==> src/rtl/core/glos_pkg.sv <==
package glos_pkg;

  // default grid size
  localparam int GRID_WIDTH_DEF  = 64;
  localparam int GRID_HEIGHT_DEF = 32;

  // coordinate field widths
  localparam int X_W = 6;
  localparam int Y_W = 5;

  // stream widths
  localparam int IN_TDATA_W  = 24;
  localparam int OUT_TDATA_W = 8;

  // beat kind carried on in_tuser
  typedef enum logic {
    ACT_WRITE = 1'b0,
    ACT_QUERY = 1'b1
  } action_t;

  // result of the shared step unit for one cell
  typedef struct packed {
    logic           at_end;    // cell is the target
    logic           off_grid;  // cell lies outside the grid
    logic [X_W-1:0] next_x;    // next cell toward the target
    logic [Y_W-1:0] next_y;
  } step_t;

endpackage

==> src/rtl/core/glos_ram.sv <==
module glos_ram #(
  parameter int WIDTH = 1,
  parameter int DEPTH = 2048
) (
  input  logic                     clk,
  input  logic                     we,
  input  logic [$clog2(DEPTH)-1:0] waddr,
  input  logic [WIDTH-1:0]         wdata,
  input  logic [$clog2(DEPTH)-1:0] raddr,
  output logic [WIDTH-1:0]         rdata
);

  logic [WIDTH-1:0] mem [DEPTH];
  logic [WIDTH-1:0] rdata_r;

  always_ff @(posedge clk) begin
    if (we) begin
      mem[waddr] <= wdata;
    end
    rdata_r <= mem[raddr];
  end

  assign rdata = rdata_r;

endmodule

==> src/rtl/core/glos_step.sv <==
module glos_step #(
  parameter int GRID_WIDTH  = glos_pkg::GRID_WIDTH_DEF,
  parameter int GRID_HEIGHT = glos_pkg::GRID_HEIGHT_DEF
) (
  input  logic [glos_pkg::X_W-1:0]                  cur_x,
  input  logic [glos_pkg::Y_W-1:0]                  cur_y,
  input  logic [glos_pkg::X_W-1:0]                  end_x,
  input  logic [glos_pkg::Y_W-1:0]                  end_y,
  output glos_pkg::step_t                           step,
  output logic [$clog2(GRID_WIDTH*GRID_HEIGHT)-1:0] addr
);

  localparam int ADDR_W = $clog2(GRID_WIDTH * GRID_HEIGHT);

  logic [glos_pkg::X_W-1:0] dx;
  logic [glos_pkg::X_W-1:0] dy_ext;
  logic [glos_pkg::Y_W-1:0] dy;
  logic                     mv_x;
  logic                     mv_y;

  assign dx     = (cur_x > end_x) ? cur_x - end_x : end_x - cur_x;
  assign dy     = (cur_y > end_y) ? cur_y - end_y : end_y - cur_y;
  assign dy_ext = glos_pkg::X_W'(dy);

  // larger distance wins; equal distances step diagonally
  assign mv_x = (dy == '0) || ((dx != '0) && (dx >= dy_ext));
  assign mv_y = (dx == '0) || ((dy != '0) && (dy_ext >= dx));

  always_comb begin
    step.at_end   = (cur_x == end_x) && (cur_y == end_y);
    step.off_grid = (int'(cur_x) >= GRID_WIDTH) || (int'(cur_y) >= GRID_HEIGHT);
    step.next_x   = cur_x;
    step.next_y   = cur_y;
    if (mv_x) begin
      step.next_x = (cur_x < end_x) ? cur_x + 1'b1 : cur_x - 1'b1;
    end
    if (mv_y) begin
      step.next_y = (cur_y < end_y) ? cur_y + 1'b1 : cur_y - 1'b1;
    end
  end

  // row-major cell address, meaningful only when on the grid
  assign addr = ADDR_W'(int'(cur_y) * GRID_WIDTH + int'(cur_x));

endmodule

==> src/rtl/core/grid_line_of_sight_top.sv <==
// Line-of-sight walker over a wall bitmap of GRID_WIDTH x GRID_HEIGHT cells.
// Input channel (in_*): one beat is a cell write (in_tuser = 0) or a sight
// query (in_tuser = 1). A write stores wall_bit at (start_x, start_y) and gives
// no result; cells off the grid are not stored.
// Output channel (out_*): one beat per query, out_tdata[0] = 1 when the end
// cell is reached before any wall, 0 when blocked.
// A query walks the cells in turn: ST_LOOK forms the cell address in the
// shared step unit and issues the read, ST_WAIT waits for the registered
// RAM read. out_tvalid rises once the walk reaches the end cell, meets a
// wall or leaves the grid; the single RAM read port sets the walk's pace.
// in_tready is low while a query walks and is back high in the cycle the
// answer appears.
// After reset the block clears the map one cell per cycle, all
// GRID_WIDTH*GRID_HEIGHT cells (2048 by default), with in_tready low.
// A finished answer sits in an output register; the block takes new beats
// while it waits. A second answer finishing before the first is taken
// holds in the walker until out_tready frees the register.
module grid_line_of_sight_top #(
  parameter int GRID_WIDTH  = glos_pkg::GRID_WIDTH_DEF,
  parameter int GRID_HEIGHT = glos_pkg::GRID_HEIGHT_DEF
) (
  input  logic                                clk,
  input  logic                                rst_n,
  input  logic                                in_tvalid,
  output logic                                in_tready,
  // start_x[5:0], start_y[10:6], end_x[16:11], end_y[21:17], wall_bit[22]
  input  logic [glos_pkg::IN_TDATA_W-1:0]     in_tdata,
  // action[0]
  input  logic [0:0]                          in_tuser,
  output logic                                out_tvalid,
  input  logic                                out_tready,
  // sight_clear[0]
  output logic [glos_pkg::OUT_TDATA_W-1:0]    out_tdata
);

  localparam int DEPTH  = GRID_WIDTH * GRID_HEIGHT;
  localparam int ADDR_W = $clog2(DEPTH);

  typedef enum logic [4:0] {
    ST_CLEAR = 5'b00001,  // post-reset map wipe
    ST_IDLE  = 5'b00010,  // take beats
    ST_LOOK  = 5'b00100,  // test end / off-grid, issue read
    ST_WAIT  = 5'b01000,  // read data back, test wall
    ST_DONE  = 5'b10000   // hand answer to output register
  } state_t;

  state_t                   state_r, state_nxt;
  logic [ADDR_W-1:0]        clr_cnt_r, clr_cnt_nxt;
  logic [glos_pkg::X_W-1:0] cur_x_r, cur_x_nxt, end_x_r, end_x_nxt;
  logic [glos_pkg::Y_W-1:0] cur_y_r, cur_y_nxt, end_y_r, end_y_nxt;
  logic                     res_r, res_nxt;
  logic                     out_valid_r, out_valid_nxt;
  logic                     out_clear_r, out_clear_nxt;

  // input fields
  logic [glos_pkg::X_W-1:0] in_start_x, in_end_x;
  logic [glos_pkg::Y_W-1:0] in_start_y, in_end_y;
  logic                     in_wall_bit;
  logic                     in_beat;

  assign in_start_x  = in_tdata[5:0];
  assign in_start_y  = in_tdata[10:6];
  assign in_end_x    = in_tdata[16:11];
  assign in_end_y    = in_tdata[21:17];
  assign in_wall_bit = in_tdata[22];

  assign in_tready = (state_r == ST_IDLE);
  assign in_beat   = in_tvalid && in_tready;

  // shared step unit: input cell in IDLE, walk cell otherwise
  logic [glos_pkg::X_W-1:0] su_x;
  logic [glos_pkg::Y_W-1:0] su_y;
  glos_pkg::step_t          su_step;
  logic [ADDR_W-1:0]        su_addr;

  assign su_x = (state_r == ST_IDLE) ? in_start_x : cur_x_r;
  assign su_y = (state_r == ST_IDLE) ? in_start_y : cur_y_r;

  glos_step #(
    .GRID_WIDTH (GRID_WIDTH),
    .GRID_HEIGHT(GRID_HEIGHT)
  ) u_step (
    .cur_x(su_x),
    .cur_y(su_y),
    .end_x(end_x_r),
    .end_y(end_y_r),
    .step (su_step),
    .addr (su_addr)
  );

  // wall map
  logic              ram_we;
  logic [ADDR_W-1:0] ram_waddr;
  logic [0:0]        ram_wdata;
  logic [0:0]        ram_rdata;

  glos_ram #(
    .WIDTH(1),
    .DEPTH(DEPTH)
  ) u_map (
    .clk  (clk),
    .we   (ram_we),
    .waddr(ram_waddr),
    .wdata(ram_wdata),
    .raddr(su_addr),
    .rdata(ram_rdata)
  );

  always_comb begin
    state_nxt   = state_r;
    clr_cnt_nxt = clr_cnt_r;
    cur_x_nxt   = cur_x_r;
    cur_y_nxt   = cur_y_r;
    end_x_nxt   = end_x_r;
    end_y_nxt   = end_y_r;
    res_nxt     = res_r;
    ram_we      = 1'b0;
    ram_waddr   = su_addr;
    ram_wdata   = in_wall_bit;
    out_valid_nxt = out_valid_r && !out_tready;
    out_clear_nxt = out_clear_r;

    case (state_r)
      ST_CLEAR: begin
        ram_we      = 1'b1;
        ram_waddr   = clr_cnt_r;
        ram_wdata   = 1'b0;
        clr_cnt_nxt = clr_cnt_r + 1'b1;
        if (clr_cnt_r == ADDR_W'(DEPTH - 1)) begin
          state_nxt = ST_IDLE;
        end
      end
      ST_IDLE: begin
        if (in_beat) begin
          if (in_tuser[0] == glos_pkg::ACT_WRITE) begin
            ram_we = !su_step.off_grid;
          end else if (in_tuser[0] == glos_pkg::ACT_QUERY) begin
            cur_x_nxt = in_start_x;
            cur_y_nxt = in_start_y;
            end_x_nxt = in_end_x;
            end_y_nxt = in_end_y;
            state_nxt = ST_LOOK;
          end
        end
      end
      ST_LOOK: begin
        if (su_step.at_end) begin
          res_nxt   = 1'b1;
          state_nxt = ST_DONE;
        end else if (su_step.off_grid) begin
          res_nxt   = 1'b0;
          state_nxt = ST_DONE;
        end else begin
          // read of this cell is in flight; advance now, drop if wall
          cur_x_nxt = su_step.next_x;
          cur_y_nxt = su_step.next_y;
          state_nxt = ST_WAIT;
        end
      end
      ST_WAIT: begin
        if (ram_rdata[0]) begin
          res_nxt   = 1'b0;
          state_nxt = ST_DONE;
        end else begin
          state_nxt = ST_LOOK;
        end
      end
      ST_DONE: begin
        if (!out_valid_r || out_tready) begin
          out_valid_nxt = 1'b1;
          out_clear_nxt = res_r;
          state_nxt     = ST_IDLE;
        end
      end
      default: begin
        state_nxt = ST_IDLE;
      end
    endcase
  end

  always_ff @(posedge clk) begin
    if (!rst_n) begin
      state_r     <= ST_CLEAR;
      clr_cnt_r   <= '0;
      out_valid_r <= 1'b0;
    end else begin
      state_r     <= state_nxt;
      clr_cnt_r   <= clr_cnt_nxt;
      out_valid_r <= out_valid_nxt;
    end
  end

  always_ff @(posedge clk) begin
    cur_x_r     <= cur_x_nxt;
    cur_y_r     <= cur_y_nxt;
    end_x_r     <= end_x_nxt;
    end_y_r     <= end_y_nxt;
    res_r       <= res_nxt;
    out_clear_r <= out_clear_nxt;
  end

  assign out_tvalid = out_valid_r;
  assign out_tdata  = {(glos_pkg::OUT_TDATA_W - 1)'(0), out_clear_r};

  // no answer can appear while the map is still being wiped
  a_no_out_in_clear: assert property (@(posedge clk) disable iff (!rst_n)
    (state_r == ST_CLEAR) |-> !out_valid_r)
    else $error("output valid during map clear");

  // map is read-only during a walk
  a_no_write_in_walk: assert property (@(posedge clk) disable iff (!rst_n)
    (state_r == ST_LOOK || state_r == ST_WAIT) |-> !ram_we)
    else $error("map write during walk");

  // an issued read is always followed by its data check
  a_read_then_wait: assert property (@(posedge clk) disable iff (!rst_n)
    (state_r == ST_LOOK && !su_step.at_end && !su_step.off_grid) |=>
      (state_r == ST_WAIT))
    else $error("read issued without wait");

  // a wall hit ends the walk as blocked
  a_wall_blocks: assert property (@(posedge clk) disable iff (!rst_n)
    (state_r == ST_WAIT && ram_rdata[0]) |=> (state_r == ST_DONE && !res_r))
    else $error("wall did not block");

endmodule
==> config.mk <==
export PLATFORM = sky130hd
export DESIGN_NAME = grid_line_of_sight_top
export DESIGN_NICKNAME = d
export VERILOG_FILES = /design/src/rtl/core/glos_pkg.sv /design/src/rtl/core/glos_ram.sv /design/src/rtl/core/glos_step.sv /design/src/rtl/core/grid_line_of_sight_top.sv
export SDC_FILE = /design/constraint.sdc
export NUM_CORES = 2
export LEC_CHECK = 0
export ABC_AREA = 1
export BUFFER_PORTS_ARGS = -buffer_cell sky130_fd_sc_hd__buf_2
export CAP_MARGIN = 20
export CORE_ASPECT_RATIO = 2
export CORE_MARGIN = 8
export CORE_UTILIZATION = 38
export DETAILED_ROUTE_END_ITERATION = 8
export REMOVE_ABC_BUFFERS = 1
export SLEW_MARGIN = 20
export SYNTH_ARGS = -nofsm -noshare
export SYNTH_HDL_FRONTEND = slang
export SYNTH_SLANG_ARGS = --single-unit
export TNS_END_PERCENT = 1
==> constraint.sdc <==
create_clock -name clk -period 65.6 [get_ports clk]
set_input_delay 0 -clock clk [delete_from_list [all_inputs] [get_ports clk]]
set_output_delay 0 -clock clk [all_outputs]
set_load 0.01 [all_outputs]
# Yosys cells after proc, flatten, opt, wreduce, memory -nomap -nowiden
# Memories as Yosys holds them, arrays and structs flattened. A register that Yosys moved wholly into a read port is not among the register bits.
# Cells that the tools add are included.
op_classes:
  add_sub_neg: 10
  n_lt_le_gt_ge: 6
  n_eq_ne: 15
  muxes: 35
  reduce_logical: 21
op_table:
  columns: ["operator", "count"]
  rows:
  - ["$mux 5", 13]
  - ["$mux 6", 7]
  - ["$pmux 5 s5", 1]
  - ["$pmux 6 s2", 1]
  - ["$sub 6x6->6", 2]
  - ["$add 11x1->11 const B", 1]
  - ["$add 11x6->11", 1]
  - ["$eq 11x11->1 const B", 1]
  - ["$mux 11", 1]
  - ["$pmux 5 s2", 1]
  - ["$sub 5x5->5", 2]
  - ["$mux 1", 9]
  - ["$ne 2x2->1 const B", 4]
  - ["$reduce_and 4->1", 2]
  - ["$add 6x1->6 const B", 1]
  - ["$eq 6x6->1", 1]
  - ["$ge 5x6->1", 1]
  - ["$ge 6x5->1", 1]
  - ["$gt 6x6->1", 1]
  - ["$logic_not 6->1", 1]
  - ["$lt 6x6->1", 1]
  - ["$ne 2x1->1 const B", 3]
  - ["$reduce_and 3->1", 2]
  - ["$reduce_bool 6->1", 1]
  - ["other kinds (19)", 28]
word_totals:
  regBits: 41
  ram_bits: 2048
  in_bits: 29
  wordCells: 97
  mem_count: 1
memory_table:
  columns: ["name", "words", "word_bits", "read_ports", "rd_ports_with_merged_regs", "wr", "line", "text"]
  rows:
  - ["u_map.mem", 2048, 1, 1, 1, 1, "glos_ram.sv:13", "logic [WIDTH-1:0] mem [DEPTH];"]

# Logic depth before layout (Yosys ltp)
logic_depth:
  ltp_word: 10
  ltp_mapped: 31
  mapped_depth_nobuf: 28

# Modules after synthesis
# A second synthesis with hierarchy kept.
hier_totals:
  hier_cells: 9820
  hier_area_um2: 95783.1
by_module_without_submodules:
  columns: ["module", "instances", "cells_per_inst", "area_each_um2", "seq_area_each_um2"]
  rows:
  - ["glos_ram", 1, 9246, 91775.5, 61519.0]
  - ["grid_line_of_sight_top", 1, 279, 2159.6, 1061.0]
  - ["glos_step", 1, 295, 1848.0, 0.0]

# Worst setup path after synthesis
# OpenSTA, ideal clock, no wires.
synth_path:
  path_type: "register to register"
  start: "reg state_r[1]"
  end: "mem u_map.mem[0] (data pin)"
  setup_ns: 9.731
  arrival_time_ns: 47.672
  required_time_ns: 55.869
  slack_ns: 8.197
  path_stages_with_launch: 4
  n_path_buf: 1
  synth_period_minus_slack_ns: 57.403
  cell_sequence: "dfxtp_1 -> nor4_4 -> clkbuf_1 -> nor2_1"
synth_via:
  elab_chain_cells: 2
synth_rtl:
  columns: ["item", "line", "text"]
  rows:
  - ["start: declaration", "grid_line_of_sight_top.sv:47", "state_t state_r, state_nxt;"]
  - ["start signal: assignment", "grid_line_of_sight_top.sv:187", "state_r <= state_nxt;"]
  - ["$eq 5x1->1", "grid_line_of_sight_top.sv:123", "case (state_r)"]
  - ["$mux 1", "grid_line_of_sight_top.sv:123", null]
  - ["net ram_wdata", "grid_line_of_sight_top.sv:94", "logic [0:0] ram_wdata;"]
  - ["end: declaration", "glos_ram.sv:13", null]
# The timed path passes the listed nets, and every way through them passes these cells.

# Final worst setup path
layout_path:
  start: "reg state_r[3]"
  end: "reg cur_x_r[5] in the netlist's numbering (data pin)"
layout_via:
  elab_chain_cells: 10
layout_rtl:
  columns: ["item", "line", "text"]
  rows:
  - ["$eq 5x2->1", "grid_line_of_sight_top.sv:76, grid_line_of_sight_top.sv:77, grid_line_of_sight_top.sv:123", null]
  - ["$mux 6 / $mux 5 (equally long branches)", "grid_line_of_sight_top.sv:76, grid_line_of_sight_top.sv:77", null]
  - ["$sub 6x6->6 (tied with other cells)", "glos_step.sv:21", "assign dx = (cur_x > end_x) ? cur_x - end_x : end_x - cur_x;"]
  - ["$mux 6 / $mux 5 (equally long branches)", "glos_step.sv:21, glos_step.sv:22", null]
  - ["$ge 6x5->1 / $reduce_bool 6->1 (equally long branches)", "glos_step.sv:26", "assign mv_x = (dy == '0) || ((dx != '0) && (dx >= dy_ext));"]
  - ["$logic_and 1x1->1", "glos_step.sv:26", null]
  - ["$logic_or 1x1->1", "glos_step.sv:26", null]
  - ["$mux 6", "glos_step.sv:34", "if (mv_x) begin"]
  - ["$mux 6", "grid_line_of_sight_top.sv:147", "if (su_step.at_end) begin"]
  - ["$pmux 6 s2 (*)", "grid_line_of_sight_top.sv:123", null]
  - ["net cur_x_nxt (one bit)", "grid_line_of_sight_top.sv:49", "logic [glos_pkg::X_W-1:0] cur_x_r, cur_x_nxt, end_x_r, end_x_nxt;"]
  - ["end signal: assignment", "grid_line_of_sight_top.sv:194", "cur_x_r <= cur_x_nxt;"]
  - ["end: declaration", "grid_line_of_sight_top.sv:49", null]
# Mark *: on every way through the listed nets, which the timed path passes. The rest lies on a longest branch. The select of a mux whose other input is x is not followed.
# A chain may end at the register's enable or synchronous reset.

==> results by stage <==
Final layout:
- The net count of the finished layout is between 9000 and 10000.
- The number of filler cells placed in the layout is 23800.
- The layout-stage area growth over the synthesis result is 8.86%.
- The filler-free cell count of the finished design is approximately 13000.
- Cells with a size suffix above 1 make up 5.52% of the layout.

Global route:
- In the global route stage, overall resource usage came out at roughly 22%.
- The first global-routing pass estimated ~450000 um of wire.
- The initial antenna violation count is 8.
- The maximum number of pins on one net before global-route repair is between 200 and 300.
- The total overflow reported by the global router is 0.
- The via count of the first global-routing pass is between 60000 and 70000.

Setup path:
- The first element of the critical path is state_r[3]$_SDFFE_PN0P_.
- At the worst endpoint, the required time is around 66 ns.
- Traced cell by cell, the critical path runs through nor2_2, nand3_4, o21ai_4, buf_4, buf_4, ha_1, nand2_1, nand2_1, a21oi_1, o21ai_1, nand2_1, mux2i_1, xor2_1, inv_1, ha_1, a21o_1, a211oi_1, nand3_1, nand2_1, nand2_1, nand2_1, nand2_1, nand3_1, o21ai_0.
- Broken down by cell family, the worst path's largest delay share belongs to compound AO/OA/AOI/OAI gates.
- The worst setup path is captured at a flip-flop.
- The kind of critical path is reg -> reg.
- The worst path buffer plus inverter count is 3.
- The cell that appears most often on the critical path is nand2_1.
- The worst flop-to-flop path startpoint is state_r[3]$_SDFFE_PN0P_.
- The largest stage delay on the critical path is roughly 0.85 ns.
- Data on the critical path arrives at its endpoint at a little under 8 ns.
- The worst setup path is launched from a flip-flop.
- On the critical path, the stage with the largest delay is an instance of o21ai_4.
- Of all nets on the critical path, the largest fanout is between 40 and 50.

Synth:
- edfxtp_1 takes more of the synthesized area than any other cell.
- The summed instance area of the synthesized netlist is 94800 um^2.
- After synthesis, the cell types taking the most area are edfxtp_1 (66%), nand3_1 (11%), nand2_1 (8.8%), nor2_1 (8.2%), clkbuf_1 (2.3%).
- The synthesized netlist devotes less than 1% of its cell area to XOR and XNOR gates.
- The post-synthesis instance total is around 9700.
- After synthesis, flip-flops and latches occupy between 60% and 70% of the total area.
- The area share of the leading cell type in the synthesized netlist is 65.7%.
- The adder-cell share of the synthesized area is 0.562%.
- The count of state elements after synthesis is 2090.
- After synthesis, the largest family of logic cells by area is simple AND/OR/NAND/NOR gates.
- The number of distinct library cells after synthesis is 44.
- The simple logic cell fraction of the synthesized area is ~29%.
- During synthesis, Yosys emitted a total of 0 warnings.
- Of the post-synthesis cell area, the part taken by muxes is less than 1%.
- The synthesized area per cell is about 9.8 um^2.
- The fraction of the mapped netlist area in compound gates is less than 1%.

STA:
- The slew of the pin with the lowest slew margin is 1.27 ns.
- The accumulated negative setup slack is 0 ns.
- The normalized max-slew margin is 15.4%.
- The final hold violation count is 0.
- In the post-route analysis, the smallest setup slack over all paths is around 58 ns.
- The routed design could run at a clock period as short as 7.24 ns.
- The number of failing setup endpoints in the final timing report is 0.
- Setup repair after global routing left no endpoint under its margin.
- Clock skew on the completed layout was measured at roughly 0.032 ns.
- The number of max-slew violations in the final report was 0.
- The peak clock frequency supported by timing is between 100 and 150 MHz.
- In the finished design, the share of the clock period the worst path needs comes to 11.0%.

Die:
- The floorplan die area is around 270000 um^2.
- The initial utilization of the core area, before any placement, comes to between 30% and 40%.
- The top-level I/O count is 39.
- The floorplan step set the die width to 369 um.
- The total area inside the core boundary comes to approximately 250000 um^2.
- The row count is around 260.
- The die is ~720 um tall.

Clock tree:
- The maximum level of the CTS H-tree is 4.
- The clock latency on the worst-skew pair is 0.83 ns.
- The clock root buffer is clkbuf_16.
- The CTS tree is yes.
- The number of buffers between clock root and the deepest sink is 4.
- The number of gates given a new drive strength after cts is 0.
- The quantity of hold-fixing buffers added after cts is 38.
- In this run the post-CTS setup repair buffer count came out at 0.
- Clock tree synthesis found a total of approximately 2100 sinks.
- The clock transition at the registers of the reported paths is ~0.070 ns.
- The number of buffers added by the clock tree synthesis step is about 180.

Detailed routing:
- The detailed router finished its first iteration with ~8200 violations.
- The number of remaining DRC errors is 0.
- Dividing the detail-routed wire length by the instance count gives approximately 25 um.
- The overall via count from detail_route is between 70000 and 80000.
- Summed over all layers, the routed wires come to between 300000 and 400000 um.
- The number of search-and-repair iterations in the first detailed-routing pass is 7.
- The count of antenna-violating nets left after detailed routing is 0.
- In the routed layout, each cell is associated on average with a via count of around 5.7.

Status:
- The run finished with clean final reports.

Worst hold path:
- The critical hold path startpoint is in_tdata[19].
- The tightest min-delay check is of the in -> reg type.

Placed design:
- The congestion estimate from routability-driven global placement came to 0.842.
- Port buffering added 30 buffers.
- The half-perimeter wire length after placement is ~160000 um.
- OpenSTA, run right after detailed placement, puts the worst setup slack at ~58 ns.
- Including well taps, the total number of placed cells is roughly 12000.

Power:
- IR analysis of the VDD net gives a maximum drop of about 0.023 mV.
- The power per standard cell area is 24.2 nW/um^2.
- For this design the static power due to leakage is between 30 and 40 nW.

Run:
- Across the run, the number of max-cap violations was 0.
-- cell families (layout without fill, tap and decap cells) --
logic type / count (synthesis) / after routing
simple gates: 6454 / 6454
flops: 2090 / 2090
buf+inv: 962 / 622
compound gates: 95 / 95
fa+ha+maj: 39 / 39
xor+xnor: 19 / 19
mux: 2 / 2
other cells: 1 / 10
-- synth_stat cells (all sizes together) --
master   instances
nand2         2223
nor2          2095
nand3         2092
edfxtp        2072
clkbuf         582
buf            270
inv            105
o21ai           45
ha              33
a21oi           31
dfxtp           18
nor4            18
nor3            17
xor2            14
fa               6
o22ai            6
clkinv           5
nand4            5
xnor2            5
o21bai           4
a211oi           3
or2              3
a31oi            2
mux2i            2
a2111oi          1
a21o             1
and3             1
conb             1
o221a            1
o31ai            1
-- area by class of cell --
class	count	area (um^2)	area share [%]
Clock buffer	220	4700	4.55
Clock inverter	84	666	0.645
Tap cell	3262	4080	3.96
Timing Repair Buffer	208	1830	1.77
Multi-Input combinational cell	6616	28900	28.0
Antenna cell	3	7.51	0.00728
Inverter	110	428	0.415
Sequential cell	2090	62600	60.7
-- registers in the layout, summed over array words and instances (netlist names) --
name         flops
state_r          5
u_map.mem     2048
res_r            1
out_clear_r      1
out_tvalid       1
cur_x_r          6
end_y_r          5
clr_cnt_r       11
end_x_r          6
u_map.rdata      1
cur_y_r          5
-- final timing paths --
check	cells after the start	slack, ns	endpoint
setup / recovery	24	58.36	cur_x_r[5]$_DFFE_PP_
hold / removal	2	0.09	end_y_r[2]$_DFFE_PP_
setup reg to reg	24	58.36	cur_x_r[5]$_DFFE_PP_
hold reg to reg	0	0.46	out_clear_r$_DFFE_PP_
-- layer usage --
| metal | GRT usage, % | wire length, um | up-vias |
|---|---|---|---|
| met4 | 14.7 | 23500 | 8 |
| met3 | 2.83 | 23100 | 976 |
| met2 | 40.6 | 159000 | 3451 |
| li1 | - | - | 31700 |
| met1 | 24.4 | 106000 | 35400 |
| met5 | 0 | 53 | - |
-- through the flow --
stage | instance area, um^2 | total power, mW | utilization, % | hold slack [ns]
global placement | 97200 | 1.50 | 39.1 | 0.238
floorplan | 91300 | 1.48 | - | 0.0689
detailed placement | 97200 | 1.50 | 39.1 | 0.232
CTS | 103000 | 2.51 | 41.4 | 0.0291
finish | 103000 | 2.50 | 41.5 | 0.0882
global route | 103000 | 2.55 | 41.5 | 0.0987
-- power by group --
group | internal [mW] | switching [mW] | total, mW
sequential | 1.44 | 0.000122 | 1.44
clock | 0.547 | 0.484 | 1.03
combinational | 0.00383 | 0.0210 | 0.0249
total | 1.99 | 0.505 | 2.50
-- cells in the final DEF (no fill, tap or decap), types with 8 or more instances in the layout --
cell	instances
clkbuf_1	38
dfxtp_1	18
inv_1	93
o21ai_0	25
ha_1	33
nor2_2	17
buf_12	10
clkinv_1	39
nor3_1	17
edfxtp_1	2072
dlygate4sd3_1	38
buf_4	115
nand2_2	21
bufinv_16	10
nand2_4	9
clkinv_2	28
nor4_1	17
buf_8	8
a21oi_1	29
inv_2	10
o21ai_4	8
xor2_1	14
nand3_4	26
clkinvlp_4	8
nand3_1	2066
clkbuf_16	182
buf_2	30
nand2_1	2193
nor2_1	2071
Power figures use the tool's default switching activity.
